## config.mk

```make
export PLATFORM = sky130hd
export DESIGN_NAME = stereo_sfx_upsample_mix_clamp_unit
export DESIGN_NICKNAME = d
export VERILOG_FILES = /design/src/rtl/ssumc_pkg.sv /design/src/rtl/stereo_sfx_upsample_mix_clamp_unit.sv /design/src/rtl/ssumc_mul.sv
export VERILOG_INCLUDE_DIRS = /design/src /design/src/rtl
export SDC_FILE = /design/constraint.sdc
export NUM_CORES = 1
export LEC_CHECK = 0
export BUFFER_PORTS_ARGS = -buffer_cell sky130_fd_sc_hd__buf_2
export CAP_MARGIN = 20
export CORE_MARGIN = 2
export CORE_UTILIZATION = 45
export DETAILED_ROUTE_END_ITERATION = 12
export GPL_TIMING_DRIVEN = 1
export PLACE_DENSITY_LB_ADDON = 0.3
export REMOVE_ABC_BUFFERS = 1
export SLEW_MARGIN = 20
export SYNTH_ARGS = -nofsm -noshare
export SYNTH_HDL_FRONTEND = slang
export SYNTH_SLANG_ARGS = --single-unit
```

## constraint.sdc

```tcl
create_clock -name clk -period 4.4 [get_ports clk]
set_input_delay 1.32 -clock clk [delete_from_list [all_inputs] [get_ports clk]]
set_output_delay 1.32 -clock clk [all_outputs]
set_load 0.01 [all_outputs]
```

## src/rtl/stereo_sfx_upsample_mix_clamp_unit_assert.svh

```systemverilog
// Assertion macros for the stereo effects upsample, mix and clamp unit.
`ifndef STEREO_SFX_UPSAMPLE_MIX_CLAMP_UNIT_ASSERT_SVH
`define STEREO_SFX_UPSAMPLE_MIX_CLAMP_UNIT_ASSERT_SVH

// Same-cycle implication, sampled on clk, off during reset.
`define SSUMC_ASSERT_NOW(label, ante, cons) \
    label: assert property (@(posedge clk) disable iff (!rst_n) (ante) |-> (cons)) \
        else $error("stereo sfx unit: check failed");

// Next-cycle implication, sampled on clk, off during reset.
`define SSUMC_ASSERT_NEXT(label, ante, cons) \
    label: assert property (@(posedge clk) disable iff (!rst_n) (ante) |=> (cons)) \
        else $error("stereo sfx unit: check failed");

`endif

```

## src/rtl/ssumc_pkg.sv

```systemverilog
// Types and constants for the stereo effects upsample, mix and clamp unit.
package ssumc_pkg;

    localparam int BG_W      = 16;
    localparam int FX_W      = 18;
    localparam int RUN_W     = 19;
    localparam int MIX_W     = 17;
    localparam int OUT_W     = 16;
    localparam int VOL_W     = 15;
    localparam int CNT_W     = 4;
    localparam int IDX_W     = 2;
    localparam int IN_TDATA_W  = 72;
    localparam int OUT_TDATA_W = 32;

    localparam logic [CNT_W-1:0] MUL_LAST = CNT_W'(VOL_W - 1);

    localparam logic [IDX_W-1:0] REG_FX_VOL     = 2'd0;
    localparam logic [IDX_W-1:0] REG_MASTER_VOL = 2'd1;
    localparam logic [IDX_W-1:0] REG_UOFFSET    = 2'd2;

    localparam logic [VOL_W-1:0] FX_VOL_RST     = 15'd22937;
    localparam logic [VOL_W-1:0] MASTER_VOL_RST = 15'd32767;

    typedef enum logic [2:0] {
        ST_IDLE,
        ST_SCALE,
        ST_INTERP,
        ST_MIX_LOAD,
        ST_MIX,
        ST_OUT
    } state_t;

    typedef struct packed {
        logic load;
        logic run;
    } mul_ctl_t;

endpackage

```

## src/rtl/stereo_sfx_upsample_mix_clamp_unit.sv

```systemverilog
// Top level: stereo effects upsampler, mixer, clamp and output scaler.
//
//  channel  dir  handshake           payload
//  s_*      in   s_tvalid/s_tready   bg_left, bg_right, fx_left, fx_right
//  m_*      out  m_tvalid/m_tready   out_left, out_right
//  cfg_*    in   cfg_valid/cfg_ready index + 15-bit data
//
// Frames at group phase 1..3 go straight to the mix pass (MIX_LOAD, MIX, OUT); the phase 0
// frame runs the effects scaling (SCALE, INTERP) first. Both passes are bit-serial
// multiplies, one volume bit per cycle, left and right in parallel.
// s_tready is high only when idle; a finished item waits in the output register
// while the next item is taken. Reset clears control and ramp state, presets the settings.
`include "stereo_sfx_upsample_mix_clamp_unit_assert.svh"
module stereo_sfx_upsample_mix_clamp_unit (
    input  logic                                 clk,
    input  logic                                 rst_n,
    input  logic                                 s_tvalid,
    output logic                                 s_tready,
    // bg_left[15:0], bg_right[31:16], fx_left[49:32], fx_right[67:50], zeros above
    input  logic [ssumc_pkg::IN_TDATA_W-1:0]     s_tdata,
    output logic                                 m_tvalid,
    input  logic                                 m_tready,
    // out_left[15:0], out_right[31:16]
    output logic [ssumc_pkg::OUT_TDATA_W-1:0]    m_tdata,
    input  logic                                 cfg_valid,
    output logic                                 cfg_ready,
    input  logic [ssumc_pkg::IDX_W-1:0]          cfg_index,
    input  logic [ssumc_pkg::VOL_W-1:0]          cfg_data
);
    import ssumc_pkg::*;

    state_t state_reg;
    state_t state_next;
    logic [CNT_W-1:0] cnt_reg;
    logic [CNT_W-1:0] cnt_next;
    logic [1:0] phase_reg;

    logic [VOL_W-1:0] fx_vol_reg;
    logic [VOL_W-1:0] master_vol_reg;
    logic             uoffset_reg;

    logic signed [FX_W-1:0]  held_l_reg, held_r_reg;
    logic signed [RUN_W-1:0] run_l_reg, run_r_reg, run_l_next, run_r_next;
    logic signed [RUN_W-1:0] step_l_reg, step_r_reg, step_l_next, step_r_next;
    logic signed [BG_W-1:0]  bg_l_reg, bg_r_reg;
    logic [OUT_W-1:0]        out_l_reg, out_r_reg;
    logic                    out_valid_reg;

    logic accept;
    logic out_load;
    mul_ctl_t scale_ctl;
    mul_ctl_t mix_ctl;

    logic signed [FX_W-1:0]  fx_l_in, fx_r_in;
    logic signed [FX_W-1:0]  sh_l, sh_r, sn_l, sn_r;
    logic signed [MIX_W-1:0] mix_in_l, mix_in_r, mix_out_l, mix_out_r;
    logic signed [RUN_W-1:0] diff_l, diff_r;

    assign fx_l_in = s_tdata[2*BG_W +: FX_W];
    assign fx_r_in = s_tdata[2*BG_W+FX_W +: FX_W];

    // next state
    always_comb
    begin
        state_next = state_reg;
        case (state_reg)
            ST_IDLE:
            begin
                if (accept)
                begin
                    state_next = (phase_reg == 2'd0) ? ST_SCALE : ST_MIX_LOAD;
                end
            end
            ST_SCALE:
            begin
                if (cnt_reg == MUL_LAST)
                begin
                    state_next = ST_INTERP;
                end
            end
            ST_INTERP:   state_next = ST_MIX_LOAD;
            ST_MIX_LOAD: state_next = ST_MIX;
            ST_MIX:
            begin
                if (cnt_reg == MUL_LAST)
                begin
                    state_next = ST_OUT;
                end
            end
            ST_OUT:
            begin
                if (out_load)
                begin
                    state_next = ST_IDLE;
                end
            end
            default: state_next = ST_IDLE;
        endcase
    end

    // control outputs
    always_comb
    begin
        s_tready      = (state_reg == ST_IDLE);
        accept        = s_tvalid && s_tready;
        scale_ctl.load = accept && (phase_reg == 2'd0);
        scale_ctl.run  = (state_reg == ST_SCALE);
        mix_ctl.load   = (state_reg == ST_MIX_LOAD);
        mix_ctl.run    = (state_reg == ST_MIX);
        out_load       = (state_reg == ST_OUT) && (!out_valid_reg || m_tready);
        if ((state_reg == ST_SCALE || state_reg == ST_MIX) && cnt_reg != MUL_LAST)
        begin
            cnt_next = cnt_reg + 1'b1;
        end
        else
        begin
            cnt_next = '0;
        end
    end

    assign cfg_ready = 1'b1;
    assign m_tvalid  = out_valid_reg;
    assign m_tdata   = {out_r_reg, out_l_reg};

    ssumc_mul #(.W(FX_W)) u_held_l (
        .clk (clk), .ctl (scale_ctl), .mand (held_l_reg), .mult (fx_vol_reg), .prod (sh_l)
    );
    ssumc_mul #(.W(FX_W)) u_held_r (
        .clk (clk), .ctl (scale_ctl), .mand (held_r_reg), .mult (fx_vol_reg), .prod (sh_r)
    );
    ssumc_mul #(.W(FX_W)) u_new_l (
        .clk (clk), .ctl (scale_ctl), .mand (fx_l_in), .mult (fx_vol_reg), .prod (sn_l)
    );
    ssumc_mul #(.W(FX_W)) u_new_r (
        .clk (clk), .ctl (scale_ctl), .mand (fx_r_in), .mult (fx_vol_reg), .prod (sn_r)
    );
    ssumc_mul #(.W(MIX_W)) u_mix_l (
        .clk (clk), .ctl (mix_ctl), .mand (mix_in_l), .mult (master_vol_reg), .prod (mix_out_l)
    );
    ssumc_mul #(.W(MIX_W)) u_mix_r (
        .clk (clk), .ctl (mix_ctl), .mand (mix_in_r), .mult (master_vol_reg), .prod (mix_out_r)
    );

    function automatic logic signed [MIX_W-1:0] clamp_offset(
        input logic signed [BG_W-1:0]  bg,
        input logic signed [RUN_W-1:0] fx,
        input logic                    uoff
    );
        logic signed [RUN_W:0]  sum;
        logic signed [BG_W-1:0] clamped;
        sum = (RUN_W+1)'(bg) + (RUN_W+1)'(fx);
        if (sum > (RUN_W+1)'(32767))
        begin
            clamped = 16'sh7FFF;
        end
        else if (sum < -(RUN_W+1)'(32768))
        begin
            clamped = 16'sh8000;
        end
        else
        begin
            clamped = sum[BG_W-1:0];
        end
        return {clamped[BG_W-1], clamped} + {1'b0, uoff, {(BG_W-1){1'b0}}};
    endfunction

    assign mix_in_l = clamp_offset(bg_l_reg, run_l_reg, uoffset_reg);
    assign mix_in_r = clamp_offset(bg_r_reg, run_r_reg, uoffset_reg);

    // interpolation datapath
    always_comb
    begin
        diff_l      = RUN_W'(sn_l) - RUN_W'(sh_l);
        diff_r      = RUN_W'(sn_r) - RUN_W'(sh_r);
        run_l_next  = run_l_reg;
        run_r_next  = run_r_reg;
        step_l_next = step_l_reg;
        step_r_next = step_r_reg;
        if (accept && phase_reg != 2'd0)
        begin
            run_l_next = run_l_reg + step_l_reg;
            run_r_next = run_r_reg + step_r_reg;
        end
        else if (state_reg == ST_INTERP)
        begin
            run_l_next  = RUN_W'(sh_l);
            run_r_next  = RUN_W'(sh_r);
            step_l_next = diff_l >>> 2;
            step_r_next = diff_r >>> 2;
        end
    end

    always_ff @(posedge clk or negedge rst_n)
    begin
        if (!rst_n)
        begin
            state_reg      <= ST_IDLE;
            cnt_reg        <= '0;
            phase_reg      <= '0;
            out_valid_reg  <= 1'b0;
            fx_vol_reg     <= FX_VOL_RST;
            master_vol_reg <= MASTER_VOL_RST;
            uoffset_reg    <= 1'b1;
            held_l_reg     <= '0;
            held_r_reg     <= '0;
            run_l_reg      <= '0;
            run_r_reg      <= '0;
            step_l_reg     <= '0;
            step_r_reg     <= '0;
        end
        else
        begin
            state_reg  <= state_next;
            cnt_reg    <= cnt_next;
            run_l_reg  <= run_l_next;
            run_r_reg  <= run_r_next;
            step_l_reg <= step_l_next;
            step_r_reg <= step_r_next;
            if (scale_ctl.load)
            begin
                held_l_reg <= fx_l_in;
                held_r_reg <= fx_r_in;
            end
            if (out_load)
            begin
                out_valid_reg <= 1'b1;
                phase_reg     <= phase_reg + 1'b1;
            end
            else if (m_tready)
            begin
                out_valid_reg <= 1'b0;
            end
            if (cfg_valid && cfg_ready)
            begin
                case (cfg_index)
                    REG_FX_VOL:     fx_vol_reg     <= cfg_data;
                    REG_MASTER_VOL: master_vol_reg <= cfg_data;
                    REG_UOFFSET:    uoffset_reg    <= cfg_data[0];
                    default:        ;
                endcase
            end
        end
    end

    always_ff @(posedge clk)
    begin
        if (accept)
        begin
            bg_l_reg <= s_tdata[0 +: BG_W];
            bg_r_reg <= s_tdata[BG_W +: BG_W];
        end
        if (out_load)
        begin
            out_l_reg <= mix_out_l[OUT_W-1:0];
            out_r_reg <= mix_out_r[OUT_W-1:0];
        end
    end

    `SSUMC_ASSERT_NEXT(a_phase0_scales, accept && phase_reg == 2'd0, state_reg == ST_SCALE)
    `SSUMC_ASSERT_NEXT(a_other_mixes, accept && phase_reg != 2'd0, state_reg == ST_MIX_LOAD)
    `SSUMC_ASSERT_NEXT(a_scale_len, state_reg == ST_SCALE && cnt_reg == MUL_LAST, state_reg == ST_INTERP)
    `SSUMC_ASSERT_NEXT(a_phase_step, out_load, phase_reg == $past(phase_reg) + 2'd1 && m_tvalid)

endmodule

```

## src/rtl/ssumc_mul.sv

```systemverilog
// Bit-serial signed by unsigned Q15 multiplier, result floored by 2^15.
module ssumc_mul #(
    parameter int W = 18
) (
    input  logic                      clk,
    input  ssumc_pkg::mul_ctl_t       ctl,
    input  logic signed [W-1:0]       mand,
    input  logic [ssumc_pkg::VOL_W-1:0] mult,
    output logic signed [W-1:0]       prod
);
    import ssumc_pkg::*;

    logic signed [W-1:0] acc_reg;
    logic signed [W-1:0] acc_next;
    logic signed [W-1:0] mand_reg;
    logic [VOL_W-1:0]    mult_reg;
    logic [VOL_W-1:0]    mult_next;
    logic signed [W:0]   sum;

    // one multiplier bit a cycle, LSB first; acc is the running floor of the product
    always_comb
    begin
        sum       = {acc_reg[W-1], acc_reg} + (mult_reg[0] ? {mand_reg[W-1], mand_reg} : '0);
        acc_next  = acc_reg;
        mult_next = mult_reg;
        if (ctl.load)
        begin
            acc_next  = '0;
            mult_next = mult;
        end
        else if (ctl.run)
        begin
            acc_next  = sum[W:1];
            mult_next = {1'b0, mult_reg[VOL_W-1:1]};
        end
    end

    always_ff @(posedge clk)
    begin
        acc_reg  <= acc_next;
        mult_reg <= mult_next;
        if (ctl.load)
        begin
            mand_reg <= mand;
        end
    end

    assign prod = acc_reg;

endmodule

```

==> results of run 1 <==
-- synth_stat cells, types with 4 or more instances --
master,count
sky130_fd_sc_hd__dfxtp_1,106
sky130_fd_sc_hd__nand2_1,309
sky130_fd_sc_hd__o21ai_2,10
sky130_fd_sc_hd__a22oi_1,32
sky130_fd_sc_hd__a22o_1,4
sky130_fd_sc_hd__a211o_1,8
sky130_fd_sc_hd__and3_1,15
sky130_fd_sc_hd__and2_1,104
sky130_fd_sc_hd__o31ai_1,19
sky130_fd_sc_hd__a211oi_1,15
sky130_fd_sc_hd__dfrtp_1,125
sky130_fd_sc_hd__o22ai_1,16
sky130_fd_sc_hd__nor2b_1,32
sky130_fd_sc_hd__o21ai_1,11
sky130_fd_sc_hd__nand2b_1,33
sky130_fd_sc_hd__dfstp_2,24
sky130_fd_sc_hd__edfxtp_1,200
sky130_fd_sc_hd__xor2_1,75
sky130_fd_sc_hd__o21bai_1,17
sky130_fd_sc_hd__a21oi_2,6
sky130_fd_sc_hd__a21oi_1,132
sky130_fd_sc_hd__o21ai_0,181
sky130_fd_sc_hd__o32ai_1,5
sky130_fd_sc_hd__a21o_1,60
sky130_fd_sc_hd__nor2_1,107
sky130_fd_sc_hd__xnor2_1,91
sky130_fd_sc_hd__fa_1,10
sky130_fd_sc_hd__a41oi_1,8
sky130_fd_sc_hd__nand3_1,75
sky130_fd_sc_hd__a31oi_1,17
sky130_fd_sc_hd__or3_1,15
sky130_fd_sc_hd__nor3_1,43
sky130_fd_sc_hd__buf_1,7
sky130_fd_sc_hd__o211ai_1,10
sky130_fd_sc_hd__inv_1,115
sky130_fd_sc_hd__nand4_1,5
sky130_fd_sc_hd__a21boi_0,6
sky130_fd_sc_hd__ha_1,213
sky130_fd_sc_hd__mux2_2,46
sky130_fd_sc_hd__o21a_1,21
sky130_fd_sc_hd__nand3b_1,6
sky130_fd_sc_hd__or2_2,6
sky130_fd_sc_hd__clkbuf_1,67
sky130_fd_sc_hd__a31o_2,5
-- report_power, final --
part	internal (µW)	switching [µW]
registers	6190	1010
logic	4810	6200
clock network	2850	1730
total	13800	8940
-- routing by layer --
| metal | up-vias | share of wire | track usage |
|---|---|---|---|
| met5 | - | 0 | 0 |
| met4 | 0 | 0.030 | 0.0608 |
| met3 | 86 | 0.044 | 0.0329 |
| met2 | 302 | 0.47 | 0.315 |
| met1 | 8492 | 0.45 | 0.241 |
| li1 | 9231 | - | - |
-- worst max path at each step --
stage | start | to | cells past startpoint
6_report | run_l_reg[0] | u_mix_l.mand_reg[10] | 14
5_1_grt | u_held_r.mult_reg[0] | u_held_r.prod[16] | 14
4_1_cts | run_l_reg[0] | u_mix_l.mand_reg[10] | 14
3_5_place_dp | run_l_reg[0] | u_mix_l.mand_reg[10] | 14
3_3_place_gp | run_l_reg[0] | u_mix_l.mand_reg[10] | 14
2_1_floorplan | s_tvalid | u_held_r.mult_reg[0] | 5
-- cells by family after synthesis --
kind of cell	after synthesis	synth area share
flops	455	0.468
simple gates	766	0.143
xor+xnor	167	0.0578
buf+inv	195	0.0298
compound gates	640	0.167
other cells	1	0.000148
mux	49	0.0216
fa+ha+maj	223	0.113
-- final cells by class --
cell class	count	area [µm²]
clock inverters	34	524
clock buffers	54	1270
fillers	4892	27300
repair buffers	154	880
multi-input cells	1846	12800
inverters	116	438
flip-flops and latches	455	11900
diodes	1	2.50
well taps	756	946
-- metrics by stage --
step,setup TNS [ns],area (µm²),util,std cells,setup slack (ns)
finish,0,28800,0.513,3416,0.658
global route,0,28800,0.513,3415,0.378
CTS,0,28800,0.513,3415,0.617
floorplan,-534.12,25100,-,2417,-4.27
detailed placement,0,27000,0.481,3327,0.657
global placement,0,27000,0.481,3327,0.761
==> metrics.yaml, run 1 <==
setup_repair_after_global_routing_missed_its_margin: "no"
synth_async_sr_flop_share: 0.327
die-width_um: 242
syn_area_per_cell_um2: 10.2
slowest_delay_ns: 0.85
worst_slew_pin_slew_ns: 1.09
numCtsBuffers: 48
worst_path_most_repeated_cell: "sky130_fd_sc_hd__a21oi_2"
detail_route.wl_per_cell_um: 15.7
buffers_plus_inverters_on_the_worst_setup_path: 2
p_leak_uw: 0.0124
final.hold.worst_slack_ns: 0.445
required_ns: 4.72
worst_hold_path_type: "register to register"
fp.dieArea_um2: 58400
drv_cap: 0
final_critical_period_ns: 3.74
outcome: "completed"
vias_in_the_first_global_route: 18400
timing.hold.worst_path_depth: 0
pin_count_of_the_biggest_net_entering_global_routing: 89
mostFrequentLayoutCells: "sky130_fd_sc_hd__nand2_1, sky130_fd_sc_hd__ha_1, sky130_fd_sc_hd__edfxtp_1, sky130_fd_sc_hd__o21ai_0, sky130_fd_sc_hd__a21oi_1"
antenna_violations_before_repair: 0
ys_top_cells_by_area: "sky130_fd_sc_hd__edfxtp_1, sky130_fd_sc_hd__dfrtp_1, sky130_fd_sc_hd__ha_1"
crit_path_start_kind: "register"
max-slew-margin-rel: 0.271
cts.clk_slew.worst_paths_ns: 0.07
largest_vdd_supply_drop_v: 0.000514
report.final.hold_viol_count: 0
grt_first_pass_wirelength_mm: 90.8
synthDominantCellAreaShare: 0.236
synth_sequential_area_ratio: 0.468
route.final.wire_length_mm: 53.8
clk_latency_ns: 0.59
cp_top_family: "compound AO/OA/AOI/OAI gates"
setup.reg_to_reg.worst_slack_ns: 0.66
power_density_nw_per_um2: 792
port-buffer-count: 123
layout-drive-gt1-share: 0.138
timing.critical_path.fanout_max: 15
detailroute.via_count: 18100
final_min_period_over_clock_period: 0.851
netlist.top_cell.by_area: "sky130_fd_sc_hd__edfxtp_1"
timing.rr.end: "u_mix_l.mand_reg[10]"
report.final.slew_viol_count: 0
timing.hold.worst.start: "held_l_reg[9]"
die-height_um: 242
max_freq_mhz: 267
drt_iter0_markers: 1104
ctsRootBufferMaster: "sky130_fd_sc_hd__clkbuf_16"
synthesis.instances: 2496
cts_setup_buffers: 0
layout.cells.most_common: "sky130_fd_sc_hd__nand2_1"
whs_endpoint: "u_held_l.mand_reg[9]"
finalWeightedCongestion: 0.881
r2r_cells: 14
nNetsFinal: 2938
timing.clock.skew_ns: 0.0120
crit_type: "register to register"
dpl.hpwl_mm: 39.7
cts-hold-fix-buffers: 0
worstPathCellList: "ha_1 > inv_1 > fa_1 > nor2b_1 > o21bai_1 > a21oi_2 > o211ai_2 > a21oi_2 > a211o_1 > a21oi_2 > xnor2_2 > o41ai_4 > buf_4 > o21ai_2"
cts-htree-levels: 2
synth.cell_area_um2: 25400
crit_path_top_delay_cell: "sky130_fd_sc_hd__o41ai_4"
drc_errors: 0
floorplan.initialDensity: 0.453
core-area_um2: 56100
synth.yosys.warnings: 0
r2r_start: "run_l_reg[0]"
vias_per_inst: 5.30
cts-root-to-sink-buffers: 3
setup_violations: 0
floorplan_row_count: 87
synth-main-ff-cell: "sky130_fd_sc_hd__edfxtp_1"
synth_seq_cells: 455
pin_count: 129
route.antenna.remaining_nets: 0
clock_sinks: 455
detailedRoute.firstPassIterationCount: 5
synth-edff-count: 200
critical_path.endpoint_type: "register"
worstPathArrival_ns: 4.06
total_power_uw: 22800
area_delta_synth_final_pct: 13.2
synth_cell_type_count: 94
grt_overflow: 0
ctsResizeCount: 0
grtUsageTotal: 0.186
tritoncts_clock_tree: "yes"
Note: power is estimated with default switching activity, not from simulation.
==> run 2, diff against run 1 <==
--- a/config.mk
+++ b/config.mk
@@ -6,6 +6,7 @@
 export SDC_FILE = /design/constraint.sdc
 export NUM_CORES = 1
 export LEC_CHECK = 0
+export ABC_AREA = 1
 export BUFFER_PORTS_ARGS = -buffer_cell sky130_fd_sc_hd__buf_2
 export CAP_MARGIN = 20
 export CORE_MARGIN = 2
==> run 2 against run 1 <==
  * Final area increased by 9.3%
  * Critical endpoint is now u_new_l.prod[11]
  * Total power increased by 13%
  * First-iteration DRC count increased by 31%
  * Synthesized cell count increased by 47%
  * Highest routed layer unchanged
  * Final cell count increased by 37%
  * Sequential cell count unchanged
  * Critical path type unchanged
  * Non-clock buffer count decreased by 13
  * Die area increased by 11%
==> metrics.yaml, run 2 <==
outcome: "completed"
synth_sequential_area_ratio: 0.421  # -0.0464
synth_async_sr_flop_share: 0.327  # unchanged
final_critical_period_ns: 3.14  # -0.606 ns
synth-edff-count: 200  # unchanged
vias_in_the_first_global_route: 22200  # +20%
crit_start: "u_held_r.mult_reg[0]"
detailroute.via_count: 23400  # +29%
fin_area_um2: 31400  # +9.3%
die-height_um: 254  # +5.3%
grt_overflow: 0  # unchanged
final.hold.worst_slack_ns: 0.445  # +0.000367 ns
critical_path.endpoint_type: "register"
nNetsFinal: 4099  # +40%
cp_top_family: "compound AO/OA/AOI/OAI gates"
die-width_um: 254  # +5.3%
detailed_place.area_um2: 29700  # +10%
area_delta_synth_final_pct: 11.4
cts-root-to-sink-buffers: 3  # unchanged
synth_most_common_cell: "sky130_fd_sc_hd__nand2_1"
cts-htree-levels: 2  # unchanged
slowest_delay_ns: 0.88  # +0.03 ns
drt_iter0_markers: 1450  # +31%
synth_cell_type_count: 57  # -39%
crit_type: "register to register"
worstPathArrival_ns: 3.63  # -0.43 ns
cts_setup_buffers: 0  # unchanged
worst_hold_path_type: "register to register"
clock_sinks: 455  # unchanged
core-area_um2: 61800  # +10%
detail_route.wl_per_cell_um: 14.1  # -10%
antenna_violations_before_repair: 1  # +1
r2r_start: "u_held_r.mult_reg[0]"
fp.dieArea_um2: 64700  # +11%
grtUsageTotal: 0.206  # +0.0196
largest_vdd_supply_drop_v: 0.000447  # -13%
mostFrequentLayoutCells: "sky130_fd_sc_hd__nand2_1, sky130_fd_sc_hd__inv_1, sky130_fd_sc_hd__a21oi_1, sky130_fd_sc_hd__nor2_1, sky130_fd_sc_hd__o21ai_0"
max-slew-margin-rel: 0.320  # +0.0486
worst_slew_pin_slew_ns: 1.02  # -0.0757 ns
power_density_nw_per_um2: 817  # +3.1%
floorplan_row_count: 91  # +4.6%
tritoncts_clock_tree: "yes"
cts-hold-fix-buffers: 0  # unchanged
synthDominantCellAreaShare: 0.213  # -0.0234
cts.clk_slew.worst_paths_ns: 0.06  # about the same
fin_util: 0.508  # -0.00474
layout-drive-gt1-share: 0.0831  # -0.0545
crit_path_start_kind: "register"
grt_first_pass_wirelength_mm: 108  # +19%
synth.cell_area_um2: 28200  # +11%
final_min_period_over_clock_period: 0.713  # -0.138
syn_area_per_cell_um2: 7.70  # -24%
pin_count_of_the_biggest_net_entering_global_routing: 96  # +7.9%
pin_count: 129  # unchanged
setup_repair_after_global_routing_missed_its_margin: "no"
synth-main-ff-cell: "sky130_fd_sc_hd__edfxtp_1"
dpl_worst_slack_ns: 1.04  # +0.384 ns
vias_per_inst: 5.02  # -5.3%
setup_violations: 0  # unchanged
p_leak_uw: 0.0158  # +27%
worstPathCellList: "buf_4 > nand2_1 > inv_1 > ha_1 > a21oi_1 > nand2_1 > a21boi_0 > o21bai_1 > a21oi_1 > nand2_1 > nand3_1 > nand2_1"
max_freq_mhz: 319  # +19%
drc_errors: 0  # unchanged
finalWeightedCongestion: 0.898  # +2.0%
num-fill-cells: 6072  # +24%
drv_cap: 0  # unchanged
worst_path_most_repeated_cell: "sky130_fd_sc_hd__nand2_1"
required_ns: 4.89  # +0.17 ns
route.final.wire_length_mm: 65.9  # +23%
report.final.hold_viol_count: 0  # unchanged
detailedRoute.firstPassIterationCount: 6  # +1
synth_top_cells_by_count: "sky130_fd_sc_hd__nand2_1, sky130_fd_sc_hd__inv_1, sky130_fd_sc_hd__a21oi_1"
post-route-worst-setup-slack_ns: 1.26  # +0.606 ns
numCtsBuffers: 51  # +6.3%
ctsRootBufferMaster: "sky130_fd_sc_hd__clkbuf_16"
clk_latency_ns: 0.62  # +0.03 ns
timing.clock.skew_ns: 0.0229  # +0.0109 ns
timing.hold.worst.start: "held_l_reg[17]"
synth_seq_cells: 455  # unchanged
timing.critical_path.fanout_max: 16  # +1
synthesis.instances: 3663  # +47%
buffers_plus_inverters_on_the_worst_setup_path: 2  # unchanged
netlist.top_cell.by_area: "sky130_fd_sc_hd__edfxtp_1"
ys_top_cells_by_area: "sky130_fd_sc_hd__edfxtp_1, sky130_fd_sc_hd__nand2_1, sky130_fd_sc_hd__dfrtp_1"
synth.yosys.warnings: 0  # unchanged
route.antenna.remaining_nets: 0  # unchanged
port-buffer-count: 123  # unchanged
floorplan.initialDensity: 0.456  # +0.00300
dpl.hpwl_mm: 49.7  # +25%
ctsResizeCount: 0  # unchanged
report.final.slew_viol_count: 0  # unchanged
crit_path_top_delay_cell: "sky130_fd_sc_hd__edfxtp_1"
layout.cells.most_common: "sky130_fd_sc_hd__nand2_1"
==> run 2: cell count changes after synthesis, sizes merged, moves of 48 or more <==
cell and change:
nand2 +867, inv +348, nor2 +149, a21oi +116, nand3 +109, and2 -94, xnor2 -59, o21ai +48
==> run 2: final cells by class <==
| type | instances | area, µm² | area share |
|---|---|---|---|
| diodes | 4 | 10.0 | 0.000319 |
| clock buffers | 64 | 1380 | 0.0438 |
| well taps | 837 | 1050 | 0.0333 |
| inverters | 464 | 1740 | 0.0555 |
| flip-flops and latches | 455 | 11900 | 0.378 |
| repair buffers | 141 | 782 | 0.0249 |
| multi-input cells | 2669 | 14300 | 0.454 |
| clock inverters | 32 | 325 | 0.0104 |
==> run 2: per-layer routing <==
metal | routed length [µm] | GRT usage | vias to the layer above
met5 | 0 | 0 | -
met4 | 1420 | 0.0560 | 0
met3 | 3020 | 0.0282 | 95
met2 | 29500 | 0.337 | 382
met1 | 31900 | 0.285 | 10600
li1 | - | - | 12300
==> run 2: final timing paths <==
path	depth (start not counted)	to	slack, ns
hold / removal	0	u_held_l.mand_reg[17]	0.45
min in group asynchronous	1	step_l_reg[14]	0.83
max in group asynchronous	2	master_vol_reg[10]	2.69
setup / recovery	12	u_new_l.prod[11]	1.26
setup reg to reg	12	u_new_l.prod[11]	1.26
hold reg to reg	0	u_held_l.mand_reg[17]	0.45
==> run 2: cell families after synthesis <==
kind of cell,count (synthesis),synth area share
other cells,1,0.000133
xor+xnor,80,0.0248
flops,455,0.421
buf+inv,539,0.0742
fa+ha+maj,223,0.102
compound gates,644,0.127
simple gates,1721,0.251
==> run 2: report_power, final <==
group | internal (µW) | switching [µW] | leakage [µW] | total (µW)
sequential | 6330 | 1050 | 0.00456 | 7380
combinational | 4940 | 9020 | 0.0105 | 14000
clock | 2520 | 1810 | 0.000812 | 4340
==> run 2: through the flow <==
step / setup TNS [ns] / total power [µW] / std cells
after floorplan: -98.60 / 17900 / 3588
after global placement: 0 / 21000 / 4566
after detailed placement: 0 / 21300 / 4566
after CTS: 0 / 25700 / 4662
after global routing: 0 / 28300 / 4662
final: 0 / 25700 / 4666
==> run 3, diff against run 2 <==
--- a/config.mk
+++ b/config.mk
@@ -6,7 +6,7 @@
 export SDC_FILE = /design/constraint.sdc
 export NUM_CORES = 1
 export LEC_CHECK = 0
-export ABC_AREA = 1
+export ABC_AREA = 0
 export BUFFER_PORTS_ARGS = -buffer_cell sky130_fd_sc_hd__buf_2
 export CAP_MARGIN = 20
 export CORE_MARGIN = 2
==> constraint.sdc (replaced) <==
create_clock -name clk -period 2.7 [get_ports clk]
set_input_delay 0.81 -clock clk [delete_from_list [all_inputs] [get_ports clk]]
set_output_delay 0.81 -clock clk [all_outputs]
set_load 0.01 [all_outputs]
==> run 3 against run 2 <==
  * The run now ends with negative setup slack left
  * Wire length shrank 3.0%
  * Register-to-register slack lost 1.7 ns
  * Final cell count shrank 19%
  * Combinational power grew 87%
  * Critical path type unchanged
  * Largest cell class unchanged
  * Highest routed layer is now met5
==> metrics.yaml, run 3 (synthesized netlist as in run 1, its figures left out) <==
outcome: "finished, violations left"
violations: "negative setup slack"
die-width_um: 242  # -5.0%
timing.critical_path.fanout_max: 6  # -10
floorplan.initialDensity: 0.453  # -0.00300
cts-root-to-sink-buffers: 3  # unchanged
detailed_place.area_um2: 28900  # -2.8%
drv_cap: 0  # unchanged
detailroute.via_count: 20100  # -14%
setup.reg_to_reg.worst_slack_ns: -0.48  # -1.75 ns
fin_area_um2: 34100  # +8.4%
layout-drive-gt1-share: 0.342  # +0.259
combinationalPowerShare: 0.579  # +0.035
grtUsageTotal: 0.210  # +0.00424
report.final.hold_viol_count: 0  # unchanged
placed_cells_incl_taps: 3570  # -22%
timing.clock.skew_ns: 0.0202  # -0.00275 ns
share_clk_of_total_power: 0.159  # -0.010
drt_iter0_markers: 1248  # -14%
route.final.wire_length_mm: 63.9  # -3.0%
crit_start: "run_r_reg[0]"
pin_count_of_the_biggest_net_entering_global_routing: 89  # -7.3%
numCtsBuffers: 48  # -5.9%
critical_path.endpoint_type: "register"
mostFrequentLayoutCells: "sky130_fd_sc_hd__buf_4, sky130_fd_sc_hd__nand2_1, sky130_fd_sc_hd__edfxtp_1, sky130_fd_sc_hd__ha_1, sky130_fd_sc_hd__dfrtp_1"
nNetsFinal: 3309  # -19%
endpoint: "u_mix_r.mand_reg[0]"
worst_hold_path_type: "input port to async pin"
crit_path_top_delay_cell: "sky130_fd_sc_hd__dfrtp_1"
report.final.slew_viol_count: 0  # unchanged
area_delta_synth_final_pct: 34.0
timing.rr.end: "u_mix_r.mand_reg[0]"
clock_sinks: 455  # unchanged
r2r_start: "run_r_reg[0]"
max_freq_mhz: 314  # -1.5%
fp.dieArea_um2: 58400  # -9.8%
cts-hold-fix-buffers: 0  # unchanged
sw_frac_of_total: 0.393  # -0.0703
finalWeightedCongestion: 0.872  # -2.9%
setup_violations: 84  # +84
ctsRootBufferMaster: "sky130_fd_sc_hd__clkbuf_16"
internal_power_uw: 27500  # +100%
worstPathArrival_ns: 3.52  # -0.11 ns
pin_count: 129  # unchanged
final.hold.worst_slack_ns: 0.212  # -0.233 ns
antenna_violations_before_repair: 1  # unchanged
num-fill-cells: 4313  # -29%
die-height_um: 242  # -5.0%
fin_util: 0.608  # +0.0992
post-route-worst-setup-slack_ns: -0.482  # -1.75 ns
power_frac_seq: 0.262  # -0.025
floorplan_row_count: 87  # -4.4%
layout.cells.most_common: "sky130_fd_sc_hd__buf_4"
finish.cell_count_without_fillers: 3789  # -19%
max-slew-margin-rel: 0.409  # +0.0890
clk_latency_ns: 0.60  # -0.02 ns
cts.clk_slew.worst_paths_ns: 0.06  # about the same
final_critical_period_ns: 3.18  # +0.0464 ns
p_leak_uw: 0.0147  # -7.3%
final_min_period_over_clock_period: 1.18  # +0.466
grt_first_pass_wirelength_mm: 101  # -6.2%
core-area_um2: 56100  # -9.3%
crit_type: "register to register"
worstPathCellList: "ha_2 > inv_2 > fa_2 > nand2b_4 > a21oi_4 > o41a_1 > a41oi_2 > a211o_1 > o21ai_2 > buf_4 > nand4_1 > nand3_4 > a31oi_4 > buf_6 > a21o_1"
slowest_delay_ns: 0.36  # -0.52 ns
setup_repair_after_global_routing_missed_its_margin: "yes"
required_ns: 3.04  # -1.85 ns
vias_in_the_first_global_route: 20300  # -8.5%
worst_slew_pin_slew_ns: 0.877  # -0.140 ns
dpl_worst_slack_ns: -0.610  # -1.65 ns
dpl.hpwl_mm: 42.4  # -15%
port-buffer-count: 123  # unchanged
grt_overflow: 0  # unchanged
largest_vdd_supply_drop_v: 0.000663  # +48%
tritoncts_clock_tree: "yes"
crit_path_start_kind: "register"
r2r_cells: 15  # +3
vias_per_inst: 5.32  # +5.9%
drc_errors: 0  # unchanged
detail_route.wl_per_cell_um: 16.9  # +19%
route.antenna.remaining_nets: 0  # unchanged
cts-htree-levels: 2  # unchanged
detailedRoute.firstPassIterationCount: 5  # -1
net-switching-power_uw: 17800  # +50%
power_density_nw_per_um2: 1330  # +63%
## run 3: changes by cell type in the layout (fill, tap and decap cells not counted), sizes merged, moves of 32 or more
cell,delta
nand2b,+32
xnor2,+59
a21oi,-116
o21ai,-48
nand2,-867
nor2,-149
and2,+94
inv,-350
buf,+382
mux2,+46
a21o,+32
nor2b,+32
nand3,-109
## run 3: area by class of cell
cell class | instances | area, µm² | area share
diodes | 1 | 2.50 | 0.0000735
inverters | 116 | 440 | 0.0129
flip-flops and latches | 455 | 11900 | 0.349
repair buffers | 525 | 4120 | 0.121
multi-input cells | 1846 | 14900 | 0.438
well taps | 756 | 946 | 0.0278
clock inverters | 30 | 404 | 0.0119
clock buffers | 60 | 1340 | 0.0393
## run 3: power groups by stage
stage / Sequential, µW / Combinational (µW) / Clock [µW]
2_1_floorplan: 11300 / 14300 / 0
3_3_place_gp: 11600 / 20100 / 0
3_5_place_dp: 11700 / 20800 / 0
4_1_cts: 11800 / 23900 / 7350
5_1_grt: 12100 / 28800 / 7600
6_report: 11900 / 26200 / 7210
## run 3: how the worst min path moves through the flow
stage	end	slack [ns]	start	depth (start not counted)
after detailed placement	u_held_r.mand_reg[12]	0.43	held_r_reg[12]	0
after floorplan	u_held_l.mand_reg[0]	0.42	held_l_reg[0]	0
after global routing	step_r_reg[14]	0.23	rst_n	1
final	fx_vol_reg[5]	0.21	rst_n	1
after CTS	step_r_reg[14]	0.21	rst_n	1
after global placement	u_held_r.mand_reg[11]	0.43	held_r_reg[11]	0
## run 3: per-layer routing
metal,up-vias,share of wire,GRT usage
met2,430,0.50,0.367
met4,2,0.028,0.0756
met3,117,0.043,0.0339
met5,-,0.00020,0
met1,9623,0.43,0.261
li1,9968,-,-
## run 3: repair_timing
| item | CTS | global route |
|---|---|---|
| endpoints found under the setup margin | 90 | 106 |
| gates resized for setup | 337 | 187 |
| buffers inserted | 80 | 61 |
| cloned | 5 | 1 |
| pin swaps | 136 | 152 |
## run 3: critical path: cells and delay by family (launching register included)
| family | cells | cell delay [ns] |
|---|---|---|
| simple gates | 3 | 0.44 |
| buf+inv | 3 | 0.34 |
| flops | 1 | 0.36 |
| fa+ha+maj | 2 | 0.54 |
| compound gates | 7 | 1.26 |
## run 3: per-stage QoR
step | TNS (ns) | power (µW)
detailed placement | -33.14 | 32500
finish | -24.13 | 45300
CTS | -20.75 | 43000
global route | -34.65 | 48500
floorplan | -929.89 | 25600
global placement | -26.29 | 31700
